$ cat config.mk
export PLATFORM = sky130hd
export DESIGN_NAME = sorted_deque_ring_buffer_flat
export DESIGN_NICKNAME = d
export VERILOG_FILES = /design/src/design/sdq_pkg.sv /design/src/design/sdq_ifs.sv /design/src/design/sdq_store.sv /design/src/design/sdq_ctrl.sv /design/src/design/sorted_deque_ring_buffer.sv /design/src/flat_wrapper.sv
export SDC_FILE = /design/constraint.sdc
export NUM_CORES = 2
export LEC_CHECK = 0
export BUFFER_PORTS_ARGS = -buffer_cell sky130_fd_sc_hd__buf_2
export CAP_MARGIN = 15
export CELL_PAD_IN_SITES_DETAIL_PLACEMENT = 1
export CELL_PAD_IN_SITES_GLOBAL_PLACEMENT = 2
export CORE_ASPECT_RATIO = 1.25
export CORE_MARGIN = 3
export CORE_UTILIZATION = 40
export DETAILED_ROUTE_END_ITERATION = 8
export GPL_TIMING_DRIVEN = 0
export PLACE_DENSITY = 0.69
export SYNTH_ARGS = -nofsm -noshare
export SYNTH_HDL_FRONTEND = slang
export SYNTH_SLANG_ARGS = --single-unit
$ cat constraint.sdc
create_clock -name clock -period 7.8 [get_ports clock]
set_clock_uncertainty 0.1 [all_clocks]
set_input_delay 0 -clock clock [delete_from_list [all_inputs] [get_ports clock]]
set_output_delay 0 -clock clock [all_outputs]
set_load 0.02 [all_outputs]
$ cat src/design/sdq_pkg.sv
package sdq_pkg;

   localparam int DEPTH      = 64;
   localparam int DATA_WIDTH = 32;
   localparam int IDX_W      = (DEPTH > 1) ? $clog2(DEPTH) : 1;

   localparam int REQ_TYPE_W   = 3;
   localparam int VALUE_W      = 32;
   localparam int STATUS_W     = 2;
   localparam int ITEM_COUNT_W = 6;

   typedef logic [IDX_W-1:0]      idx_type;
   typedef logic [DATA_WIDTH-1:0] data_type;

   typedef enum logic [REQ_TYPE_W-1:0] {
      OP_PUSH_FRONT,
      OP_PUSH_BACK,
      OP_POP_FRONT,
      OP_POP_BACK,
      OP_PEEK_FRONT,
      OP_PEEK_BACK,
      OP_INSERT
   } op_type;

   typedef enum logic [STATUS_W-1:0] {
      ST_DONE,
      ST_EMPTY,
      ST_FULL
   } status_type;

   typedef struct packed {
      logic     wr_en;
      idx_type  wr_addr;
      data_type wr_data;
      logic     rd_en;
      idx_type  rd_addr;
   } mem_ctl_type;

   typedef struct packed {
      logic                    valid;
      logic [VALUE_W-1:0]      result_value;
      status_type              status;
      logic [ITEM_COUNT_W-1:0] item_count;
   } done_type;

   function automatic idx_type wrap_inc(idx_type i);
      return (i == idx_type'(DEPTH - 1)) ? '0 : i + idx_type'(1);
   endfunction

   function automatic idx_type wrap_dec(idx_type i);
      return (i == '0) ? idx_type'(DEPTH - 1) : i - idx_type'(1);
   endfunction

endpackage

$ cat src/design/sdq_ifs.sv
interface sdq_req_if import sdq_pkg::*; ();
   logic                  valid;
   logic                  ready;
   logic [REQ_TYPE_W-1:0] req_type;
   logic [VALUE_W-1:0]    data_value;

   modport source (output valid, output req_type, output data_value, input ready);
   modport sink (input valid, input req_type, input data_value, output ready);
endinterface

interface sdq_rsp_if import sdq_pkg::*; ();
   logic                    valid;
   logic                    ready;
   logic [VALUE_W-1:0]      result_value;
   logic [STATUS_W-1:0]     status;
   logic [ITEM_COUNT_W-1:0] item_count;

   modport source (output valid, output result_value, output status, output item_count,
                   input ready);
   modport sink (input valid, input result_value, input status, input item_count,
                 output ready);
endinterface

$ cat src/design/sdq_store.sv
module sdq_store import sdq_pkg::*; (
   input  logic        clock,
   input  mem_ctl_type mem_ctl,
   output data_type    rd_data
);

   data_type slot_mem [DEPTH];
   data_type rd_data_ff;

   always_ff @(posedge clock) begin
      if (mem_ctl.wr_en) begin
         slot_mem[mem_ctl.wr_addr] <= mem_ctl.wr_data;
      end
   end

   always_ff @(posedge clock) begin
      if (mem_ctl.rd_en) begin
         rd_data_ff <= slot_mem[mem_ctl.rd_addr];
      end
   end

   assign rd_data = rd_data_ff;

endmodule

$ cat src/design/sdq_ctrl.sv
module sdq_ctrl import sdq_pkg::*; (
   input  logic        clock,
   input  logic        reset,
   input  logic        req_fire,
   input  op_type      req_op,
   input  data_type    req_data,
   output logic        idle,
   input  logic        out_free,
   output done_type    done,
   output mem_ctl_type mem_ctl,
   input  data_type    rd_data
);

   typedef enum logic [2:0] {
      S_IDLE,
      S_RD_WAIT,
      S_SCAN_RD,
      S_SCAN_CMP,
      S_RESP
   } state_type;

   state_type          state_ff, state_in;
   idx_type            front_ff, front_in;
   idx_type            back_ff, back_in;
   idx_type            count_ff, count_in;
   idx_type            pos_ff, pos_in;
   data_type           value_ff, value_in;
   logic [VALUE_W-1:0] result_ff, result_in;
   status_type         status_ff, status_in;

   logic                full;
   logic                empty;
   idx_type             k_sel;
   logic [IDX_W:0]      slot_sum;
   idx_type             slot_addr;

   assign full  = (count_ff == idx_type'(DEPTH - 1));
   assign empty = (count_ff == '0);

   // Shared address unit: slot of logical position k is (front + k) mod DEPTH.
   always_comb begin
      if (state_ff == S_SCAN_RD && pos_ff != '0) begin
         k_sel = pos_ff - idx_type'(1);
      end else begin
         k_sel = pos_ff;
      end
      slot_sum = {1'b0, front_ff} + {1'b0, k_sel};
      if (slot_sum >= (IDX_W + 1)'(DEPTH)) begin
         slot_addr = IDX_W'(slot_sum - (IDX_W + 1)'(DEPTH));
      end else begin
         slot_addr = slot_sum[IDX_W-1:0];
      end
   end

   always_comb begin
      state_in  = state_ff;
      front_in  = front_ff;
      back_in   = back_ff;
      count_in  = count_ff;
      pos_in    = pos_ff;
      value_in  = value_ff;
      result_in = result_ff;
      status_in = status_ff;
      mem_ctl   = '0;

      unique case (state_ff)
         S_IDLE: begin
            if (req_fire) begin
               value_in  = req_data;
               result_in = '0;
               status_in = ST_DONE;
               state_in  = S_RESP;
               unique case (req_op)
                  OP_PUSH_FRONT: begin
                     if (full) begin
                        status_in = ST_FULL;
                     end else begin
                        front_in        = wrap_dec(front_ff);
                        count_in        = count_ff + idx_type'(1);
                        mem_ctl.wr_en   = 1'b1;
                        mem_ctl.wr_addr = wrap_dec(front_ff);
                        mem_ctl.wr_data = req_data;
                     end
                  end
                  OP_PUSH_BACK: begin
                     if (full) begin
                        status_in = ST_FULL;
                     end else begin
                        back_in         = wrap_inc(back_ff);
                        count_in        = count_ff + idx_type'(1);
                        mem_ctl.wr_en   = 1'b1;
                        mem_ctl.wr_addr = back_ff;
                        mem_ctl.wr_data = req_data;
                     end
                  end
                  OP_INSERT: begin
                     if (full) begin
                        status_in = ST_FULL;
                     end else begin
                        pos_in   = count_ff;
                        state_in = S_SCAN_RD;
                     end
                  end
                  OP_POP_FRONT, OP_PEEK_FRONT: begin
                     if (empty) begin
                        status_in = ST_EMPTY;
                     end else begin
                        mem_ctl.rd_en   = 1'b1;
                        mem_ctl.rd_addr = front_ff;
                        state_in        = S_RD_WAIT;
                        if (req_op == OP_POP_FRONT) begin
                           front_in = wrap_inc(front_ff);
                           count_in = count_ff - idx_type'(1);
                        end
                     end
                  end
                  OP_POP_BACK, OP_PEEK_BACK: begin
                     if (empty) begin
                        status_in = ST_EMPTY;
                     end else begin
                        mem_ctl.rd_en   = 1'b1;
                        mem_ctl.rd_addr = wrap_dec(back_ff);
                        state_in        = S_RD_WAIT;
                        if (req_op == OP_POP_BACK) begin
                           back_in  = wrap_dec(back_ff);
                           count_in = count_ff - idx_type'(1);
                        end
                     end
                  end
                  default: begin
                     // unknown request: report done, leave the queue alone
                  end
               endcase
            end
         end
         S_RD_WAIT: begin
            result_in = VALUE_W'(rd_data);
            state_in  = S_RESP;
         end
         S_SCAN_RD: begin
            if (pos_ff == '0) begin
               // nothing left below: value becomes the new front
               mem_ctl.wr_en   = 1'b1;
               mem_ctl.wr_addr = slot_addr;
               mem_ctl.wr_data = value_ff;
               back_in         = wrap_inc(back_ff);
               count_in        = count_ff + idx_type'(1);
               state_in        = S_RESP;
            end else begin
               mem_ctl.rd_en   = 1'b1;
               mem_ctl.rd_addr = slot_addr;
               state_in        = S_SCAN_CMP;
            end
         end
         S_SCAN_CMP: begin
            mem_ctl.wr_en   = 1'b1;
            mem_ctl.wr_addr = slot_addr;
            if (rd_data <= value_ff) begin
               mem_ctl.wr_data = value_ff;
               back_in         = wrap_inc(back_ff);
               count_in        = count_ff + idx_type'(1);
               state_in        = S_RESP;
            end else begin
               // move the larger entry one slot toward the back and keep scanning
               mem_ctl.wr_data = rd_data;
               pos_in          = pos_ff - idx_type'(1);
               state_in        = S_SCAN_RD;
            end
         end
         S_RESP: begin
            if (out_free) begin
               state_in = S_IDLE;
            end
         end
         default: begin
            state_in = S_IDLE;
         end
      endcase
   end

   always_ff @(posedge clock) begin
      if (reset) begin
         state_ff <= S_IDLE;
         front_ff <= '0;
         back_ff  <= '0;
         count_ff <= '0;
      end else begin
         state_ff <= state_in;
         front_ff <= front_in;
         back_ff  <= back_in;
         count_ff <= count_in;
      end
      pos_ff    <= pos_in;
      value_ff  <= value_in;
      result_ff <= result_in;
      status_ff <= status_in;
   end

   assign idle              = (state_ff == S_IDLE);
   assign done.valid        = (state_ff == S_RESP);
   assign done.result_value = result_ff;
   assign done.status       = status_ff;
   assign done.item_count   = ITEM_COUNT_W'(count_ff);

endmodule

$ cat src/design/sorted_deque_ring_buffer.sv
// From accept, push, full, empty and unknown requests go straight to the response state;
// pop and peek pass a read wait state first; a sorted insert moves each larger stored entry
// one slot toward the back until an entry no larger than the value stops the scan or the
// value becomes the new front (an insert into an empty queue included). The controller
// takes one request at a time; the next is taken no earlier than the edge at which the
// previous response can be taken. Reset (synchronous, active high) clears the indices, the
// count and the response valid; the slot store is not cleared and needs no clearing pass.
module sorted_deque_ring_buffer import sdq_pkg::*; (
   input logic      clock,
   input logic      reset,
   sdq_req_if.sink  req_bus,
   sdq_rsp_if.source rsp_bus
);

   logic        req_fire;
   logic        ctrl_idle;
   logic        out_free;
   done_type    done;
   mem_ctl_type mem_ctl;
   data_type    rd_data;

   logic                    rsp_valid_ff;
   logic [VALUE_W-1:0]      rsp_result_ff;
   status_type              rsp_status_ff;
   logic [ITEM_COUNT_W-1:0] rsp_count_ff;

   assign req_bus.ready = ctrl_idle;
   assign req_fire      = req_bus.valid && ctrl_idle;
   assign out_free      = !rsp_valid_ff || rsp_bus.ready;

   sdq_ctrl u_ctrl (
      .clock    (clock),
      .reset    (reset),
      .req_fire (req_fire),
      .req_op   (op_type'(req_bus.req_type)),
      .req_data (data_type'(req_bus.data_value)),
      .idle     (ctrl_idle),
      .out_free (out_free),
      .done     (done),
      .mem_ctl  (mem_ctl),
      .rd_data  (rd_data)
   );

   sdq_store u_store (
      .clock   (clock),
      .mem_ctl (mem_ctl),
      .rd_data (rd_data)
   );

   // Output register: hold the response until the sink takes it.
   always_ff @(posedge clock) begin
      if (reset) begin
         rsp_valid_ff <= 1'b0;
      end else if (done.valid && out_free) begin
         rsp_valid_ff <= 1'b1;
      end else if (rsp_bus.ready) begin
         rsp_valid_ff <= 1'b0;
      end
      if (done.valid && out_free) begin
         rsp_result_ff <= done.result_value;
         rsp_status_ff <= done.status;
         rsp_count_ff  <= done.item_count;
      end
   end

   assign rsp_bus.valid        = rsp_valid_ff;
   assign rsp_bus.result_value = rsp_result_ff;
   assign rsp_bus.status       = rsp_status_ff;
   assign rsp_bus.item_count   = rsp_count_ff;

endmodule

$ cat src/flat_wrapper.sv
// flat-port wrapper written by rule: the top's interface ports become plain ports
module sorted_deque_ring_buffer_flat import sdq_pkg::*;
  (clock, reset, req_bus_valid, req_bus_req_type, req_bus_data_value, req_bus_ready, rsp_bus_valid, rsp_bus_result_value, rsp_bus_status, rsp_bus_item_count, rsp_bus_ready);
  sdq_req_if req_bus_i ();
  sdq_rsp_if rsp_bus_i ();
  input logic clock;
  input logic reset;
  input wire logic [$bits(req_bus_i.valid)-1:0] req_bus_valid;
  input wire logic [$bits(req_bus_i.req_type)-1:0] req_bus_req_type;
  input wire logic [$bits(req_bus_i.data_value)-1:0] req_bus_data_value;
  output wire logic [$bits(req_bus_i.ready)-1:0] req_bus_ready;
  output wire logic [$bits(rsp_bus_i.valid)-1:0] rsp_bus_valid;
  output wire logic [$bits(rsp_bus_i.result_value)-1:0] rsp_bus_result_value;
  output wire logic [$bits(rsp_bus_i.status)-1:0] rsp_bus_status;
  output wire logic [$bits(rsp_bus_i.item_count)-1:0] rsp_bus_item_count;
  input wire logic [$bits(rsp_bus_i.ready)-1:0] rsp_bus_ready;
  assign req_bus_i.valid = req_bus_valid;
  assign req_bus_i.req_type = req_bus_req_type;
  assign req_bus_i.data_value = req_bus_data_value;
  assign req_bus_ready = req_bus_i.ready;
  assign rsp_bus_valid = rsp_bus_i.valid;
  assign rsp_bus_result_value = rsp_bus_i.result_value;
  assign rsp_bus_status = rsp_bus_i.status;
  assign rsp_bus_item_count = rsp_bus_i.item_count;
  assign rsp_bus_i.ready = rsp_bus_ready;
  sorted_deque_ring_buffer u_core (.clock(clock), .reset(reset), .req_bus(req_bus_i), .rsp_bus(rsp_bus_i));
endmodule
* Yosys cells after proc, flatten, opt, wreduce, memory -nomap -nowiden
Memories as Yosys holds them, arrays and structs flattened. A register that Yosys moved wholly into a read port is not among the register bits. Index checks and enable logic that the tools add are counted.
Word-level totals: bits in registers 134, bits in latches 0, bits in writable memories 2048, bits in read-only memories 0, bits of input ports 39, output and inout bits 42, memories 1
Cells by class: $add $sub $neg 9, multiply operators 0, div/mod/pow operators 0, $lt $le $gt $ge 2, equality and inequality tests 31, shifts and indexed selects 0, muxes and demuxes 62, bitwise gates (word level) 0, reduce and logical (&&, ||, !) cells 29
Memories:
- u_core.u_store.slot_mem | words 64, width 32, read ports 1, clocked after Yosys merged registers in 1, wr ports 1, line sdq_store.sv:7 | data_type slot_mem [DEPTH];
Operator list (number):
- 6-bit two-way mux | 27
- 39-bit two-way mux | 3
- 39-bit one-hot mux with 3 select lines | 1
- 39-bit one-hot mux with 2 select lines | 1
- 32-bit two-way mux | 2
- 32-bit one-hot mux with 2 select lines | 1
- 6-bit one-hot mux with 3 select lines | 3
- 46-bit two-way mux | 1
- 6-bit one-hot mux with 2 select lines | 3
- 32-bit less-or-equal comparator | 1
- 6-bit by 1-bit subtractor with 6-bit output, second input constant | 5
- 7-bit one-hot mux with 2 select lines | 2
- 6-bit logical NOT | 4
- 7-bit two-way mux | 3
- 3-bit != test, second input constant | 7
- 6-bit by 1-bit adder with 6-bit output, second input constant | 3
- 6-bit equality test, second input constant | 3
- 3-bit two-way mux | 6
- 3-bit one-hot mux with 5 select lines | 1
- 2-bit != test, second input constant | 7
- 3-bit by 2-bit equality test with 1-bit output, second input constant | 4
- 3-bit equality test, second input constant | 4
- 10-bit AND reduction | 1
- 8-bit AND reduction | 1
- 22 further kinds | 39

* Logic depth before layout (Yosys ltp)
word-level depth 10, gate-level depth with buffers 22, depth with buffers taken out 17

* Hierarchy
Synthesis repeated with hierarchy kept, for this count alone.
Second synthesis, totals: cell total of the unflattened synthesis 4210, area total of the unflattened synthesis 86798.2 um2
Modules (own cells, without submodules):
- sdq_store | instances 1, cells each 3511, area each 79359.9 um2, sequential area each 62459.9 um2
- sdq_ctrl | instances 1, cells each 653, area each 6175.9 um2, sequential area each 2582.5 um2
- sorted_deque_ring_buffer | instances 1, cells each 46, area each 1262.5 um2, sequential area each 1221.2 um2

* Worst setup path after synthesis
No wires, ideal clock.
kind reg-to-reg, from register u_core.u_ctrl.pos_ff[0], to memory u_core.u_store.slot_mem[24][0] (netlist name) (enable), data arrival time 5.163 ns, slack 2.116 ns, cell stages (with the launch flop) 19, buffers on the path 3, period minus slack after synthesis 5.684 ns, path through edfxtp_1 > inv_1 > ha_1 > or3b_1 > clkbuf_1 > nor3_2 > nor2_1 > clkbuf_1 > nand2_1 > xnor2_1 > ha_1 > nor2_1 > nor3b_1 > o22a_1 > nand3_1 > a32o_1 > or3_1 > clkbuf_1 > nor2_1
On the way: longest elaborated chain between the ends 8
Ends and longest elaborated chain:
- start, declared | line sdq_ctrl.sv:26 | idx_type pos_ff, pos_in;
- start signal, assigned | line sdq_ctrl.sv:193 | pos_ff <= pos_in;
- parallel branches: the longest is 7 deep, another holds 6-bit by 6-bit adder with 7-bit output
- 39-bit one-hot mux with 3 select lines (*) | line sdq_ctrl.sv:66 | unique case (state_ff)
- end, declared | line sdq_store.sv:7
Every way passes the cells marked *.

* Worst setup path after layout
from register u_core.u_ctrl.pos_ff[0], to register u_core.u_store.rd_data_ff[18], in the netlist u_core.u_store.rd_data[18] (read register of u_core.u_store.slot_mem), data pin
On the way: longest elaborated chain between the ends 8
Ends and longest elaborated chain:
- parallel branches: the longest is 6 deep, another holds 6-bit by 6-bit adder with 7-bit output
- 7-bit two-way mux (*) | line sdq_ctrl.sv:141 | if (pos_ff == '0) begin
- 7-bit one-hot mux with 2 select lines (*) | line sdq_ctrl.sv:66
- end, declared | line sdq_store.sv:8 | data_type rd_data_ff;
Marks and branches as above. A chain may end at the register's enable or synchronous reset.

==> flow_summary.toml <==
[outcome]
outcome = "completed"

[routing]
viasPerCell = 6.14
firstDrtPassIters = 9
drt-total-wl_um = 378000
ant_nets = 0
post_drt_wl_per_cell_um = 37.1
drc = 0
vias = 62600
drt_iter0_drc = 9030

[synthesis]
avgSynthCellArea_um2 = 13.5
synthTopCellsByArea = "edfxtp_1 74%, nand2_1 7.2%, nand3_1 3.8%, mux2i_1 1.7%, a21oi_1 1.4%"
synth.distinct_cells = 70
synth_top_area_cell = "edfxtp_1"
ys_ff_latch = 2214
synth_warnings = 0
synth_top_cell_area_share_pct = 74.2
synth_fp_nets = 6655
async_reset_ff_share_pct = 0
ys_seq_area_share_pct = 74.7
netlist_area_mm2 = 0.0887
synth_ff_type = "edfxtp_1"
synth_edf_count = 2192
syn_inst = 6570

[worst_setup_path]
crit_path_max_fanout = 10
reg2reg_from = "u_core.u_ctrl.pos_ff[0]"
reg2reg_depth = 19
reg2reg_slack_ps = 120
worstReg2RegEnd = "u_core.u_store.rd_data[18]"
worstSetupEndpointType = "register"
cp.required_ps = 8210
start_kind = "register"
path_class = "register to register"
arrival_ps = 8100

[clocking]
clock-sinks = 2214
cts_setup_buffers = 0
ctsLongestPathBuffers = 4
insertion_delay_ps = 940
htreeDepth = 4
cts_tree = "yes"
cts_made_buffers = 228
clk_pin_slew_worst_paths_ps = 60
cts-root-buf = "clkbuf_16"

[global_route]
busiest_layer = "met2"
grt_util_met3_pct = 6.72
grt_start_max_net_pins = 65
grtUsageMet1_pct = 41.6
grt_usage_pct = 32.6
antenna_found_initial = 35
grtUsageMet2_pct = 51.1
grt_pass1_vias = 61200
overflow = 0
grt_pass1_wl_um = 509000

[sta]
relSlewSlack_pct = 5.25
rsz0062_at_grt = "false"
min_period_ps = 7680
fin_ws_ps = 117
setup_viol = 0
hold_violations = 0
fin_crit_sh_pct = 98.5
fmax_ghz = 0.130
worst_pin_slew_ps = 1420
hold_ws_ps = 32.7
slew_viol_final = 0

[die]
dieHeight_um = 532
coreArea_mm2 = 0.220
rows = 192
start_util_pct = 40.3
fp.dieW_um = 427
ios = 81
die_area_mm2 = 0.227

[placement]
place_congestion = 0.957
dp_cells = 9691
dp_hpwl_um = 265000
dp_slack_ps = -215
dpl_cell_area_mm2 = 0.0958
io_buffers = 78

[pwr]
p_leak_nw = 35.8
powerDensity_mw_per_mm2 = 277
irDropWorstVdd_mv = 0.170

[final_layout]
layout-drive-gt1-share_pct = 12.6
fill_cells = 22000
area_growth_pct = 17.1
final_cell_area_mm2 = 0.104
instances_no_fill = 10200
post-route-util_pct = 47.3
fin_nets = 7177

[worst_hold_path]
hp-start = "req_bus_data_value[19]"
min_path_type = "input port to register"
min_path_cells = 4
holdPathEnd = "u_core.u_store.slot_mem[22][19]"

[job]
maxCapViolCount = 0
==> layer usage <==
metal  vias up  wire [um]  part of all wire, %
li1      25600          -                    -
met1     32400     142000                   38
met2      3571     173000                   46
met3       955      34400                  9.1
met4        10      28300                  7.5
met5         -        116                0.031
==> state kept, by name (all words and copies together) (netlist names), 32 cells and up <==
signal                       cells
u_core.u_ctrl.result_ff         32
u_core.u_store.slot_mem       2048
u_core.u_ctrl.value_ff          32
u_core.u_store.rd_data          32
u_core.rsp_bus.result_value     32
==> placed cells by master, fill, tap and decap left out, types with 15 or more instances in the layout <==
| cell | instances |
|---|---|
| nor2_1 | 58 |
| mux2i_1 | 155 |
| a32o_1 | 16 |
| dlygate4sd3_1 | 77 |
| buf_2 | 275 |
| dfxtp_1 | 22 |
| inv_1 | 46 |
| buf_1 | 50 |
| a21o_1 | 17 |
| o32ai_1 | 25 |
| o22ai_1 | 18 |
| xnor2_1 | 16 |
| nand4_1 | 76 |
| and2_1 | 32 |
| and3_1 | 51 |
| a22oi_1 | 51 |
| a21oi_1 | 249 |
| buf_8 | 19 |
| a222oi_1 | 36 |
| o21ai_0 | 76 |
| buf_16 | 19 |
| a31o_2 | 15 |
| bufinv_16 | 17 |
| clkinv_1 | 63 |
| edfxtp_1 | 2192 |
| a31oi_1 | 142 |
| clkbuf_1 | 178 |
| a32oi_1 | 69 |
| buf_12 | 85 |
| nand2_1 | 1711 |
| clkbuf_16 | 231 |
| inv_2 | 22 |
| clkinv_2 | 41 |
| buf_4 | 17 |
| a221oi_1 | 26 |
| nor3_1 | 36 |
| nor2_4 | 64 |
| ha_1 | 45 |
| nand3_1 | 678 |
==> worst max-delay path, cell delays in order, from the launching register on <==
cell       delay (ps)
edfxtp_1          470
inv_1             100
ha_1              200
or3b_1            350
clkbuf_1          200
o31ai_1           360
buf_2             320
xnor2_1           120
ha_1              340
nand2_1           120
o32ai_4           390
buf_4             360
buf_2             480
buf_2             750
buf_2             730
nand3_1           140
nand3_1           190
nand4_1           150
nor3_1            860
o2bb2ai_1         480
==> cell usage after synthesis, drive strengths merged, types with 5 or more instances <==
cell type	instances
or2	7
o31ai	18
o21ai	76
o211ai	9
and3	52
mux2i	155
a32o	16
a222oi	36
dfxtp	22
nor3b	7
a211oi	15
a311oi	7
or3	7
inv	79
clkbuf	145
nand3	678
nand2	1712
buf	266
mux2	14
nor3	41
ha	45
edfxtp	2192
a21oi	249
xor2	5
a21o	17
o2bb2ai	5
a221oi	26
a22oi	51
o22ai	19
a41oi	5
a32oi	69
xnor2	16
nand4	76
a31oi	151
nand3b	6
a211o	8
o32a	14
nor2	127
and2	32
a31o	15
nand2b	9
or4	7
o32ai	26
==> area by class of cell <==
type | count | area [um^2] | share of cell area (%)
diodes | 12 | 30.0 | 0.0289
plain buffers | 410 | 1920 | 1.85
clock buffers | 277 | 5960 | 5.74
clock inverters | 134 | 1080 | 1.04
inverters | 79 | 324 | 0.312
multi-input cells | 3866 | 20900 | 20.1
flip-flops and latches | 2214 | 66300 | 63.8
well taps | 2910 | 3640 | 3.51
repair buffers | 293 | 3790 | 3.65
==> report_power, final <==
group | switching (mW) | internal (mW)
Sequential | 0.103 | 13.3
Clock | 4.72 | 5.96
Combinational | 3.56 | 1.10
==> cells by family (layout without fill, tap and decap cells) <==
| logic type | after synthesis | after routing | share of synthesized area (%) |
|---|---|---|---|
| buffers and inverters | 490 | 1193 | 2.47 |
| other | 0 | 12 | 0 |
| muxes | 169 | 169 | 1.93 |
| AOI/OAI and AO/OA | 856 | 856 | 6.59 |
| DFF | 2214 | 2214 | 74.7 |
| adders and majority gates | 46 | 46 | 0.658 |
| xor gates and xnor gates | 21 | 21 | 0.207 |
| and+or+nand+nor | 2774 | 2774 | 13.4 |
==> through the flow <==
step,setup TNS (ps),power [mW]
6_report,0,28.8
5_1_grt,0,29.4
4_1_cts,0,28.7
3_5_place_dp,-918,18.1
3_3_place_gp,-1579670,17.9
2_1_floorplan,0,15.7
==> worst max-delay path by stage <==
| stage | depth (start not counted) | from | slack (ps) | endpoint |
|---|---|---|---|---|
| final | 19 | u_core.u_ctrl.pos_ff[0] | 120 | u_core.u_store.rd_data[18] |
| after global routing | 19 | u_core.u_ctrl.pos_ff[0] | 60 | u_core.u_store.rd_data[18] |
| after CTS | 21 | u_core.u_ctrl.pos_ff[0] | 40 | u_core.u_store.rd_data[6] |
| after detailed placement | 21 | u_core.u_ctrl.pos_ff[0] | -220 | u_core.u_store.rd_data[25] |
| after global placement | 18 | u_core.u_ctrl.pos_ff[0] | -1390 | u_core.u_store.slot_mem[27][3] |
| after floorplan | 18 | u_core.u_ctrl.pos_ff[0] | 2120 | u_core.u_store.slot_mem[24][0] |
==> what timing repair did <==
item                                   in CTS  in global routing
endpoints found under the hold margin     912                  0
gates resized for setup                     8                 33
setup endpoints to repair                   9                 19
pin swaps                                   0                  0
hold buffers                               77                  0
No activity file was read; power rests on OpenSTA's default activity.
